[src/design/laead_pkg.sv]
// ----------------------------------------------------------------------------
// laead_pkg
// Shared types, constants and round logic for the lightweight AEAD encrypt core
// ----------------------------------------------------------------------------
package laead_pkg;

  typedef struct packed {
    logic [63:0] x0;
    logic [63:0] x1;
    logic [63:0] x2;
    logic [63:0] x3;
    logic [63:0] x4;
  } lanes_t;

  localparam logic [63:0] ASCON_IV = 64'h80400c0600000000;
  localparam logic [7:0]  PAD_BYTE = 8'h80;

  // request types
  localparam logic [1:0] REQ_START = 2'd0;
  localparam logic [1:0] REQ_AD    = 2'd1;
  localparam logic [1:0] REQ_PT    = 2'd2;

  // result kinds
  localparam logic KIND_CT  = 1'b0;
  localparam logic KIND_TAG = 1'b1;

  // configuration register indexes
  localparam logic CFG_KEY_HIGH = 1'b0;
  localparam logic CFG_KEY_LOW  = 1'b1;

  localparam logic [3:0] FIRST_ROUND_FULL = 4'd0;
  localparam logic [3:0] FIRST_ROUND_HALF = 4'd6;
  localparam logic [3:0] LAST_ROUND       = 4'd11;
  localparam logic [3:0] FULL_BLOCK       = 4'd8;

  function automatic logic [63:0] ror64(input logic [63:0] x, input int n);
    ror64 = (x >> n) | (x << (64 - n));
  endfunction

  // one permutation round, r is the round index 0..11
  function automatic lanes_t perm_round(input lanes_t s, input logic [3:0] r);
    logic [63:0] a, b, c, d, e, t0, t1, t2, t3, t4;
    lanes_t o;
    a = s.x0;
    b = s.x1;
    d = s.x3;
    e = s.x4;
    c = s.x2 ^ {56'd0, ~r, r};
    a = a ^ e;
    e = e ^ d;
    c = c ^ b;
    t0 = a ^ (~b & c);
    t1 = b ^ (~c & d);
    t2 = c ^ (~d & e);
    t3 = d ^ (~e & a);
    t4 = e ^ (~a & b);
    t1 = t1 ^ t0;
    t0 = t0 ^ t4;
    t3 = t3 ^ t2;
    t2 = ~t2;
    o.x0 = t0 ^ ror64(t0, 19) ^ ror64(t0, 28);
    o.x1 = t1 ^ ror64(t1, 61) ^ ror64(t1, 39);
    o.x2 = t2 ^ ror64(t2, 1) ^ ror64(t2, 6);
    o.x3 = t3 ^ ror64(t3, 10) ^ ror64(t3, 17);
    o.x4 = t4 ^ ror64(t4, 7) ^ ror64(t4, 41);
    perm_round = o;
  endfunction

  // leading-byte mask, n in 0..8
  function automatic logic [63:0] byte_mask(input logic [3:0] n);
    logic [6:0] sh;
    sh = {3'd0, FULL_BLOCK - n} << 3;
    if (n == 4'd0) begin
      byte_mask = 64'd0;
    end else if (n >= FULL_BLOCK) begin
      byte_mask = '1;
    end else begin
      byte_mask = {64{1'b1}} << sh;
    end
  endfunction

  // padding byte placed right after n valid bytes, n in 0..7
  function automatic logic [63:0] pad_word(input logic [2:0] n);
    logic [5:0] sh;
    sh = {3'd7 - n, 3'b000};
    pad_word = {56'd0, PAD_BYTE} << sh;
  endfunction

endpackage

[src/design/lightweight_aead_encrypt_core.sv]
// ----------------------------------------------------------------------------
// lightweight_aead_encrypt_core
// Ascon-128 style authenticated encryption over a five-lane sponge state
// ----------------------------------------------------------------------------
// One permutation round is computed per clock by a single shared round unit,
// stepped by a round counter. A start request loads the state on accept and
// then runs rounds 0 to 11, with in_stall high until they are done. An
// associated-data block is absorbed on accept and runs rounds 6 to 11; a
// final associated-data block with eight bytes then runs the padded empty
// block through rounds 6 to 11 straight after, and an empty first
// associated-data block is done on accept with no rounds. A full plaintext
// block is absorbed on accept, hands its ciphertext to the output register,
// then runs rounds 6 to 11; the hand-off waits while that register still
// holds a stalled result. A final plaintext block with eight bytes then also
// runs rounds 0 to 11 and hands the tag to the output register; a shorter one
// skips rounds 6 to 11, an empty one has no ciphertext. The output register
// lets the next request be taken while a result still waits downstream. The
// key is to be written through the config port while idle; it is not enforced.
module lightweight_aead_encrypt_core (
  input  logic        clk,
  input  logic        rst_n,
  input  logic        in_valid,
  output logic        in_stall,
  input  logic [1:0]  in_req_type,
  input  logic [63:0] in_block_data,
  input  logic [63:0] in_nonce_second,
  input  logic [3:0]  in_valid_bytes,
  input  logic        in_last_block,
  output logic        out_valid,
  input  logic        out_stall,
  output logic        out_kind,
  output logic [63:0] out_word_a,
  output logic [63:0] out_word_b,
  output logic [3:0]  out_bytes,
  output logic        out_last,
  input  logic        cfg_we,
  input  logic        cfg_index,
  input  logic [63:0] cfg_wdata
);
  import laead_pkg::*;

  localparam logic [1:0] S_IDLE = 2'd0;
  localparam logic [1:0] S_PERM = 2'd1;
  localparam logic [1:0] S_EMIT = 2'd2;

  localparam logic [1:0] P_IDLE = 2'd0;
  localparam logic [1:0] P_INIT = 2'd1;
  localparam logic [1:0] P_AD   = 2'd2;
  localparam logic [1:0] P_PT   = 2'd3;

  // what follows the running permutation
  localparam logic [2:0] POST_INIT    = 3'd0;
  localparam logic [2:0] POST_AD_MID  = 3'd1;
  localparam logic [2:0] POST_AD_PAD0 = 3'd2;
  localparam logic [2:0] POST_AD_END  = 3'd3;
  localparam logic [2:0] POST_PT_MID  = 3'd4;
  localparam logic [2:0] POST_PT_PAD0 = 3'd5;
  localparam logic [2:0] POST_TAG     = 3'd6;

  logic [1:0]  state_r, state_nxt;
  logic [1:0]  phase_r, phase_nxt;
  logic [3:0]  round_r, round_nxt;
  logic [2:0]  post_r, post_nxt;
  lanes_t      lanes_r, lanes_nxt;
  logic [63:0] key_hi_r, key_lo_r;
  logic        pend_kind_r, pend_kind_nxt;
  logic [63:0] pend_word_r, pend_word_nxt;
  logic [3:0]  pend_bytes_r, pend_bytes_nxt;

  logic        out_valid_r, out_valid_nxt;
  logic        out_kind_r, out_kind_nxt;
  logic [63:0] out_word_a_r, out_word_a_nxt;
  logic [63:0] out_word_b_r, out_word_b_nxt;
  logic [3:0]  out_bytes_r, out_bytes_nxt;
  logic        out_last_r, out_last_nxt;

  logic [3:0]  n_bytes;
  logic [63:0] in_mask;
  lanes_t      rnd_out;
  logic [63:0] x0_dat;

  // non-final blocks are always full, oversize counts saturate
  always_comb begin
    if (!in_last_block || in_valid_bytes > FULL_BLOCK) begin
      n_bytes = FULL_BLOCK;
    end else begin
      n_bytes = in_valid_bytes;
    end
  end

  assign in_mask = byte_mask(n_bytes);
  assign rnd_out = perm_round(lanes_r, round_r);
  assign x0_dat  = lanes_r.x0 ^ (in_block_data & in_mask);

  always_comb begin
    state_nxt      = state_r;
    phase_nxt      = phase_r;
    round_nxt      = round_r;
    post_nxt       = post_r;
    lanes_nxt      = lanes_r;
    pend_kind_nxt  = pend_kind_r;
    pend_word_nxt  = pend_word_r;
    pend_bytes_nxt = pend_bytes_r;
    out_valid_nxt  = out_valid_r && out_stall;
    out_kind_nxt   = out_kind_r;
    out_word_a_nxt = out_word_a_r;
    out_word_b_nxt = out_word_b_r;
    out_bytes_nxt  = out_bytes_r;
    out_last_nxt   = out_last_r;

    case (state_r)
      S_IDLE: begin
        if (in_valid) begin
          case (in_req_type)
            REQ_START: begin
              lanes_nxt = '{ASCON_IV, key_hi_r, key_lo_r, in_block_data, in_nonce_second};
              round_nxt = FIRST_ROUND_FULL;
              post_nxt  = POST_INIT;
              state_nxt = S_PERM;
            end
            REQ_AD: begin
              if (phase_r == P_INIT || phase_r == P_AD) begin
                if (phase_r == P_INIT && in_last_block && n_bytes == 4'd0) begin
                  // empty associated data: domain separation only
                  lanes_nxt.x4 = lanes_r.x4 ^ 64'd1;
                  phase_nxt    = P_PT;
                end else begin
                  round_nxt = FIRST_ROUND_HALF;
                  state_nxt = S_PERM;
                  if (n_bytes == FULL_BLOCK) begin
                    lanes_nxt.x0 = x0_dat;
                    post_nxt     = in_last_block ? POST_AD_PAD0 : POST_AD_MID;
                  end else begin
                    lanes_nxt.x0 = x0_dat ^ pad_word(n_bytes[2:0]);
                    post_nxt     = POST_AD_END;
                  end
                end
              end
            end
            REQ_PT: begin
              if (phase_r == P_INIT || phase_r == P_PT) begin
                if (phase_r == P_INIT) begin
                  lanes_nxt.x4 = lanes_r.x4 ^ 64'd1;
                end
                phase_nxt      = P_PT;
                pend_kind_nxt  = KIND_CT;
                pend_word_nxt  = x0_dat & in_mask;
                pend_bytes_nxt = n_bytes;
                state_nxt      = (n_bytes != 4'd0) ? S_EMIT : S_PERM;
                if (n_bytes == FULL_BLOCK) begin
                  lanes_nxt.x0 = x0_dat;
                  round_nxt    = FIRST_ROUND_HALF;
                  post_nxt     = in_last_block ? POST_PT_PAD0 : POST_PT_MID;
                end else begin
                  // padding lies past the ciphertext bytes, so it can go in now
                  lanes_nxt.x0 = x0_dat ^ pad_word(n_bytes[2:0]);
                  lanes_nxt.x1 = lanes_r.x1 ^ key_hi_r;
                  lanes_nxt.x2 = lanes_r.x2 ^ key_lo_r;
                  round_nxt    = FIRST_ROUND_FULL;
                  post_nxt     = POST_TAG;
                end
              end
            end
            default: begin
            end
          endcase
        end
      end
      S_PERM: begin
        lanes_nxt = rnd_out;
        round_nxt = round_r + 4'd1;
        if (round_r == LAST_ROUND) begin
          case (post_r)
            POST_INIT: begin
              lanes_nxt.x3 = rnd_out.x3 ^ key_hi_r;
              lanes_nxt.x4 = rnd_out.x4 ^ key_lo_r;
              phase_nxt    = P_INIT;
              state_nxt    = S_IDLE;
            end
            POST_AD_MID: begin
              phase_nxt = P_AD;
              state_nxt = S_IDLE;
            end
            POST_AD_PAD0: begin
              lanes_nxt.x0 = rnd_out.x0 ^ pad_word(3'd0);
              round_nxt    = FIRST_ROUND_HALF;
              post_nxt     = POST_AD_END;
            end
            POST_AD_END: begin
              lanes_nxt.x4 = rnd_out.x4 ^ 64'd1;
              phase_nxt    = P_PT;
              state_nxt    = S_IDLE;
            end
            POST_PT_MID: begin
              state_nxt = S_IDLE;
            end
            POST_PT_PAD0: begin
              lanes_nxt.x0 = rnd_out.x0 ^ pad_word(3'd0);
              lanes_nxt.x1 = rnd_out.x1 ^ key_hi_r;
              lanes_nxt.x2 = rnd_out.x2 ^ key_lo_r;
              round_nxt    = FIRST_ROUND_FULL;
              post_nxt     = POST_TAG;
            end
            POST_TAG: begin
              lanes_nxt.x3  = rnd_out.x3 ^ key_hi_r;
              lanes_nxt.x4  = rnd_out.x4 ^ key_lo_r;
              phase_nxt     = P_IDLE;
              pend_kind_nxt = KIND_TAG;
              state_nxt     = S_EMIT;
            end
            default: begin
              state_nxt = S_IDLE;
            end
          endcase
        end
      end
      S_EMIT: begin
        if (!out_valid_r || !out_stall) begin
          out_valid_nxt  = 1'b1;
          out_kind_nxt   = pend_kind_r;
          out_word_a_nxt = (pend_kind_r == KIND_CT) ? pend_word_r : lanes_r.x3;
          out_word_b_nxt = (pend_kind_r == KIND_CT) ? 64'd0 : lanes_r.x4;
          out_bytes_nxt  = (pend_kind_r == KIND_CT) ? pend_bytes_r : 4'd0;
          out_last_nxt   = (pend_kind_r == KIND_TAG);
          state_nxt      = (pend_kind_r == KIND_CT) ? S_PERM : S_IDLE;
        end
      end
      default: begin
        state_nxt = S_IDLE;
      end
    endcase
  end

  always_ff @(posedge clk) begin
    if (!rst_n) begin
      state_r     <= S_IDLE;
      phase_r     <= P_IDLE;
      out_valid_r <= 1'b0;
      lanes_r     <= '0;
      key_hi_r    <= '0;
      key_lo_r    <= '0;
    end else begin
      state_r     <= state_nxt;
      phase_r     <= phase_nxt;
      out_valid_r <= out_valid_nxt;
      lanes_r     <= lanes_nxt;
      if (cfg_we && cfg_index == CFG_KEY_HIGH) begin
        key_hi_r <= cfg_wdata;
      end
      if (cfg_we && cfg_index == CFG_KEY_LOW) begin
        key_lo_r <= cfg_wdata;
      end
    end
  end

  always_ff @(posedge clk) begin
    round_r      <= round_nxt;
    post_r       <= post_nxt;
    pend_kind_r  <= pend_kind_nxt;
    pend_word_r  <= pend_word_nxt;
    pend_bytes_r <= pend_bytes_nxt;
    out_kind_r   <= out_kind_nxt;
    out_word_a_r <= out_word_a_nxt;
    out_word_b_r <= out_word_b_nxt;
    out_bytes_r  <= out_bytes_nxt;
    out_last_r   <= out_last_nxt;
  end

  assign in_stall   = (state_r != S_IDLE);
  assign out_valid  = out_valid_r;
  assign out_kind   = out_kind_r;
  assign out_word_a = out_word_a_r;
  assign out_word_b = out_word_b_r;
  assign out_bytes  = out_bytes_r;
  assign out_last   = out_last_r;

endmodule

[config.mk]
export PLATFORM = sky130hd
export DESIGN_NAME = lightweight_aead_encrypt_core
export DESIGN_NICKNAME = d
export VERILOG_FILES = /design/src/design/laead_pkg.sv /design/src/design/lightweight_aead_encrypt_core.sv
export SDC_FILE = /design/constraint.sdc
export NUM_CORES = 2
export LEC_CHECK = 0
export ABC_AREA = 1
export BUFFER_PORTS_ARGS = -buffer_cell sky130_fd_sc_hd__clkbuf_2
export CAP_MARGIN = 30
export CORE_ASPECT_RATIO = 1.75
export CORE_MARGIN = 3
export CORE_UTILIZATION = 40
export CTS_CLUSTER_SIZE = 8
export DETAILED_ROUTE_END_ITERATION = 12
export GPL_TIMING_DRIVEN = 0
export PLACE_DENSITY = 0.7
export SYNTH_ARGS = -nofsm -noshare
export SYNTH_HDL_FRONTEND = slang
export SYNTH_SLANG_ARGS = --single-unit
[constraint.sdc]
create_clock -name clk -period 7.3 [get_ports clk]
set_clock_uncertainty 0.1 [all_clocks]
set_input_delay 1.46 -clock clk [delete_from_list [all_inputs] [get_ports clk]]
set_output_delay 1.46 -clock clk [all_outputs]
set_load 0.01 [all_outputs]
==> impl_metrics.yaml, run 1 <==
place:
  place_hpwl_um: 356000
  io_buffer_count: 339
  gp_congestion: 1.27
logic_synthesis:
  synthTopCellsByCount: "3,359 x nand2_1, 1,184 x inv_1, 728 x nand3_1"
  synth_adder_area_share_pct: 3.22
  synthCells: 9192
  synth.distinct_cells: 39
  synthSimpleGateAreaFrac_pct: 35.4
  muxShareOfSynthArea_pct: 0
  mappedNetlistNets: 9538
  synthesis.area_sq_um: 54800
  synth_xor_area_share_pct: 7.87
  synth_compound_area_share_pct: 14.7
  synth_top_family_by_area: "simple AND/OR/NAND/NOR gates"
  yosys-top-cells-area: "nand2_1 23%, dfxtp_1 17%, edfxtp_1 11%"
  ys.flop_type: "dfxtp_1"
  synth_top_area_share_pct: 23.0
  synth_seq_cells: 662
  yosysMostFrequentCell: "nand2_1"
  syn_area_per_cell_sq_um: 5.96
  synth_edf_count: 209
  synth_top_area_cell: "nand2_1"
  yosysWarnings: 0
  async_flop_share_pct: 0
  yosysSeqAreaShare_pct: 28.0
outcome:
  stop_stage: "global routing"
  outcome: "aborted with a tool error"
  tool.error: "[ERROR GRT-0116] Global routing finished with congestion. Check the congestion regions in the DRC Viewer."
cts:
  cts_root_buffer: "clkbuf_16"
  htree_levels: 3
  cts_buffers: 93
  postCtsSetupBuffers: 0
  cts.sinks: 662
  cts_resized: 0
  cts_buffer_depth: 3
  cts_hold_buf: 0
grt:
  grt_pass1_wl_um: 621000
  grt_pass1_vias: 69164
  track_usage_pct: 64.0
  grt_overflow: 38
  grt_max_degree: 32
floorplan:
  core.rowCount: 179
  start_util_pct: 40.3
  ios: 341
  fp.dieH_um: 495
  die_w_um: 286
## per-stage QoR
step	setup WS [ns]	hold slack [ns]	instances	area, sq um
4_1_cts	1.80	0.364	11604	62900
3_5_place_dp	1.00	0.355	11437	60100
3_3_place_gp	-2.76	0.352	11341	58700
2_1_floorplan	1.71	0.324	9192	54800
## layer usage
metal / GRT usage (%) / GRT overflow
met3: 31.8 / 0
met2: 88.8 / 24
met1: 65.2 / 0
met5: 1.88 / 0
met4: 73.3 / 14
## logic make-up after synthesis
| family | after synthesis |
|---|---|
| and+or+nand+nor | 4794 |
| adders and majority gates | 141 |
| buffers and inverters | 1534 |
| DFF | 662 |
| xor gates and xnor gates | 492 |
| AOI/OAI and AO/OA | 1569 |
==> run 2, diff against run 1 <==
Settings changed: CORE_ASPECT_RATIO 1.75 to not set, CORE_UTILIZATION 40 to 25, CTS_CLUSTER_SIZE 8 to not set, PLACE_DENSITY 0.7 to not set, PLACE_DENSITY_LB_ADDON set to 0.15.
Clock period 7.3 ns to 9.5 ns, I/O delays scaled along.
==> run 2 against run 1 <==
  * Area after synthesis did not move
  * The flow now finishes without violations
  * Synthesized cell count did not move
==> impl_metrics.yaml, run 2 <==
logic_synthesis:
  ys.flop_type: "dfxtp_1"
  synth_edf_count: 209
  mappedNetlistNets: 9538
  synthCells: 9192
  yosysWarnings: 0
  synth_adder_area_share_pct: 3.22
  synth_compound_area_share_pct: 14.7
  synthesis.area_sq_um: 54800
  yosysSeqAreaShare_pct: 28.0
  muxShareOfSynthArea_pct: 0
  synth_top_area_cell: "nand2_1"
  synth.distinct_cells: 39
  synthSimpleGateAreaFrac_pct: 35.4
  yosys-top-cells-area: "nand2_1 23%, dfxtp_1 17%, edfxtp_1 11%"
  async_flop_share_pct: 0
  yosysMostFrequentCell: "nand2_1"
  synth_xor_area_share_pct: 7.87
  syn_area_per_cell_sq_um: 5.96
  synth_top_area_share_pct: 23.0
  synthTopCellsByCount: "3,359 x nand2_1, 1,184 x inv_1, 728 x nand3_1"
  synth_seq_cells: 662
  synth_top_family_by_area: "simple AND/OR/NAND/NOR gates"
cts:
  clk_latency_ns: 0.78
  htree_levels: 3
  cts_root_buffer: "clkbuf_16"
  postCtsSetupBuffers: 0
  cts.sinks: 662
  cts_buffers: 91
  cts_buffer_depth: 3
  clk_pin_slew_ns: 0.06
  cts_tree: "done"
  cts_resized: 0
  cts_hold_buf: 0
critical_path:
  critical_path.top_delay_family: "simple AND/OR/NAND/NOR gates"
  worstPathArrival_ns: 6.75
  end_kind: "register"
  worstSetupStartpointType: "input pin"
  required_ns: 10.03
  crit_slowest_cell: "nor2_1"
  max_stage_delay_ns: 0.93
  crit_path_cell_trace: "clkbuf_2 > inv_1 > nand2_1 > nor2_1 > inv_1 > ha_1 > o21ai_0 > nand2_1 > inv_1 > nand3_1 > nand2_1 > o21ai_0 > nand3_1 > nand2_1 > inv_1 > a21oi_1"
  reg2reg_slack_ns: 4.41
  crit_buf_inv: 5
  worstPathMaxFanout: 6
  crit_type: "in2reg"
timing:
  setup_slack_ns: 3.28
  slew_headroom_pct: 20.0
  rsz0062_at_grt: "no"
  fin_crit_sh_pct: 65.5
  slew_violations: 0
  max_clock_freq_mhz: 161
  timing_worst_slew_pin_value_ns: 1.20
  fin_crit_ns: 6.22
  hold_viol: 0
  setup_tns_ns: 0
  finalSetupViolations: 0
layout:
  mostFrequentLayoutCells: "3,358 x nand2_1, 1,184 x inv_1, 728 x nand3_1, 723 x o21ai_0, 676 x a21oi_1"
  nNetsFinal: 10122
  largest_register_ffs: 320
  area_growth_pct: 19.5
  final_core_util_pct: 30.1
  regMostFlops: "lanes_r"
  fin_cells: 12740
  final_common_cell: "nand2_1"
  drive_gt1_share_pct: 8.29
detailed_routing:
  wl_um: 481000
  vias: 68255
  drc: 0
  first_iter_violations: 9368
  dr.pass1.iters: 8
  wl_per_cell_um: 37.8
  viasPerCell: 5.36
  antenna_left: 0
power_and_ir_drop:
  vdd_drop_max_mv: 0.188
  p_leak_nw: 31.0
  p_per_area_nw_per_um2: 435
  p_total_mw: 28.4
floorplan:
  core.rowCount: 171
  core_sq_um: 217000
  die_w_um: 474
  dieArea_sq_um: 225000
  start_util_pct: 25.2
  ios: 341
  fp.dieH_um: 474
place:
  gp_congestion: 1.05
  place_hpwl_um: 416000
  placedCellCount: 12533
  place_ws_ns: 2.64
  io_buffer_count: 339
grt:
  antenna_found_initial: 84
  track_usage_pct: 41.4
  grt_pass1_vias: 59553
  grt_overflow: 0
  grt_max_degree: 30
  grt_pass1_wl_um: 605000
hold_path:
  hold_class: "reg2reg"
run:
  maxCapViolations: 0
outcome:
  outcome: "completed"
[run 2: cell counts after synthesis]
Identical to the previous run, type by type.
[run 2: routing by layer]
| layer | vias up | GRT usage, % | wire, um | share of wire (%) |
|---|---|---|---|---|
| met5 | - | 0 | 172 | 0.036 |
| met4 | 24 | 26.1 | 36600 | 7.6 |
| met3 | 740 | 8.65 | 41800 | 8.7 |
| met2 | 3805 | 62.9 | 204000 | 42 |
| met1 | 33272 | 53.4 | 199000 | 41 |
| li1 | 30414 | - | - | - |
[run 2: cells by family after synthesis]
kind of cell               Yosys count
and+or+nand+nor                   4794
adders and majority gates          141
AOI/OAI and AO/OA                 1569
buffers and inverters             1534
DFF                                662
xor gates and xnor gates           492
[run 2: per-stage QoR]
step / hold slack (ns) / instance area [sq um]
floorplan: 0.324 / 54800
global placement: 0.352 / 60000
detailed placement: 0.355 / 62300
CTS: 0.364 / 65300
global route: 0.380 / 65400
finish: 0.365 / 65400
[run 2: report_power, final]
group | switching [mW] | leakage, nW | total, mW | internal, mW
combinational | 16.4 | 23.9 | 21.0 | 4.60
clock | 1.57 | 1.50 | 3.68 | 2.10
sequential | 0.460 | 5.67 | 3.77 | 3.31
total | 18.4 | 31.0 | 28.4 | 10.0
[run 2: worst paths after layout]
path | startpoint | to | cells after the start
min reg2reg | lanes_r[92]$_SDFFE_PN0P_ | lanes_r[92]$_SDFFE_PN0P_ | 2
max reg2reg | state_r[0]$_SDFFE_PN0P_ | lanes_r[314]$_SDFFE_PN0P_ | 7
max | in_valid_bytes[3] | lanes_r[295]$_SDFFE_PN0P_ | 16
min | lanes_r[92]$_SDFFE_PN0P_ | lanes_r[92]$_SDFFE_PN0P_ | 2
[run 2: worst reg2reg max path, delay by kind of cell (launching register included)]
family / cells / cell delay, ns
buffers and inverters: 4 / 2.82
AO/OA/AOI/OAI: 1 / 0.32
AND/OR/NAND/NOR: 2 / 1.38
flip-flops: 1 / 0.39
[run 2: layout make-up]
| type | instances | area (sq um) |
|---|---|---|
| Fill cell | 24371 | 152000 |
| Multi-Input combinational cell | 6996 | 33600 |
| Sequential cell | 662 | 15300 |
| Inverter | 1218 | 4570 |
| Timing Repair Buffer | 491 | 3870 |
| Tap cell | 2854 | 3570 |
| Clock buffer | 133 | 2620 |
| Buffer | 316 | 1390 |
| Clock inverter | 39 | 420 |
| Antenna cell | 31 | 77.6 |
Note: power is estimated with default switching activity, not from simulation.
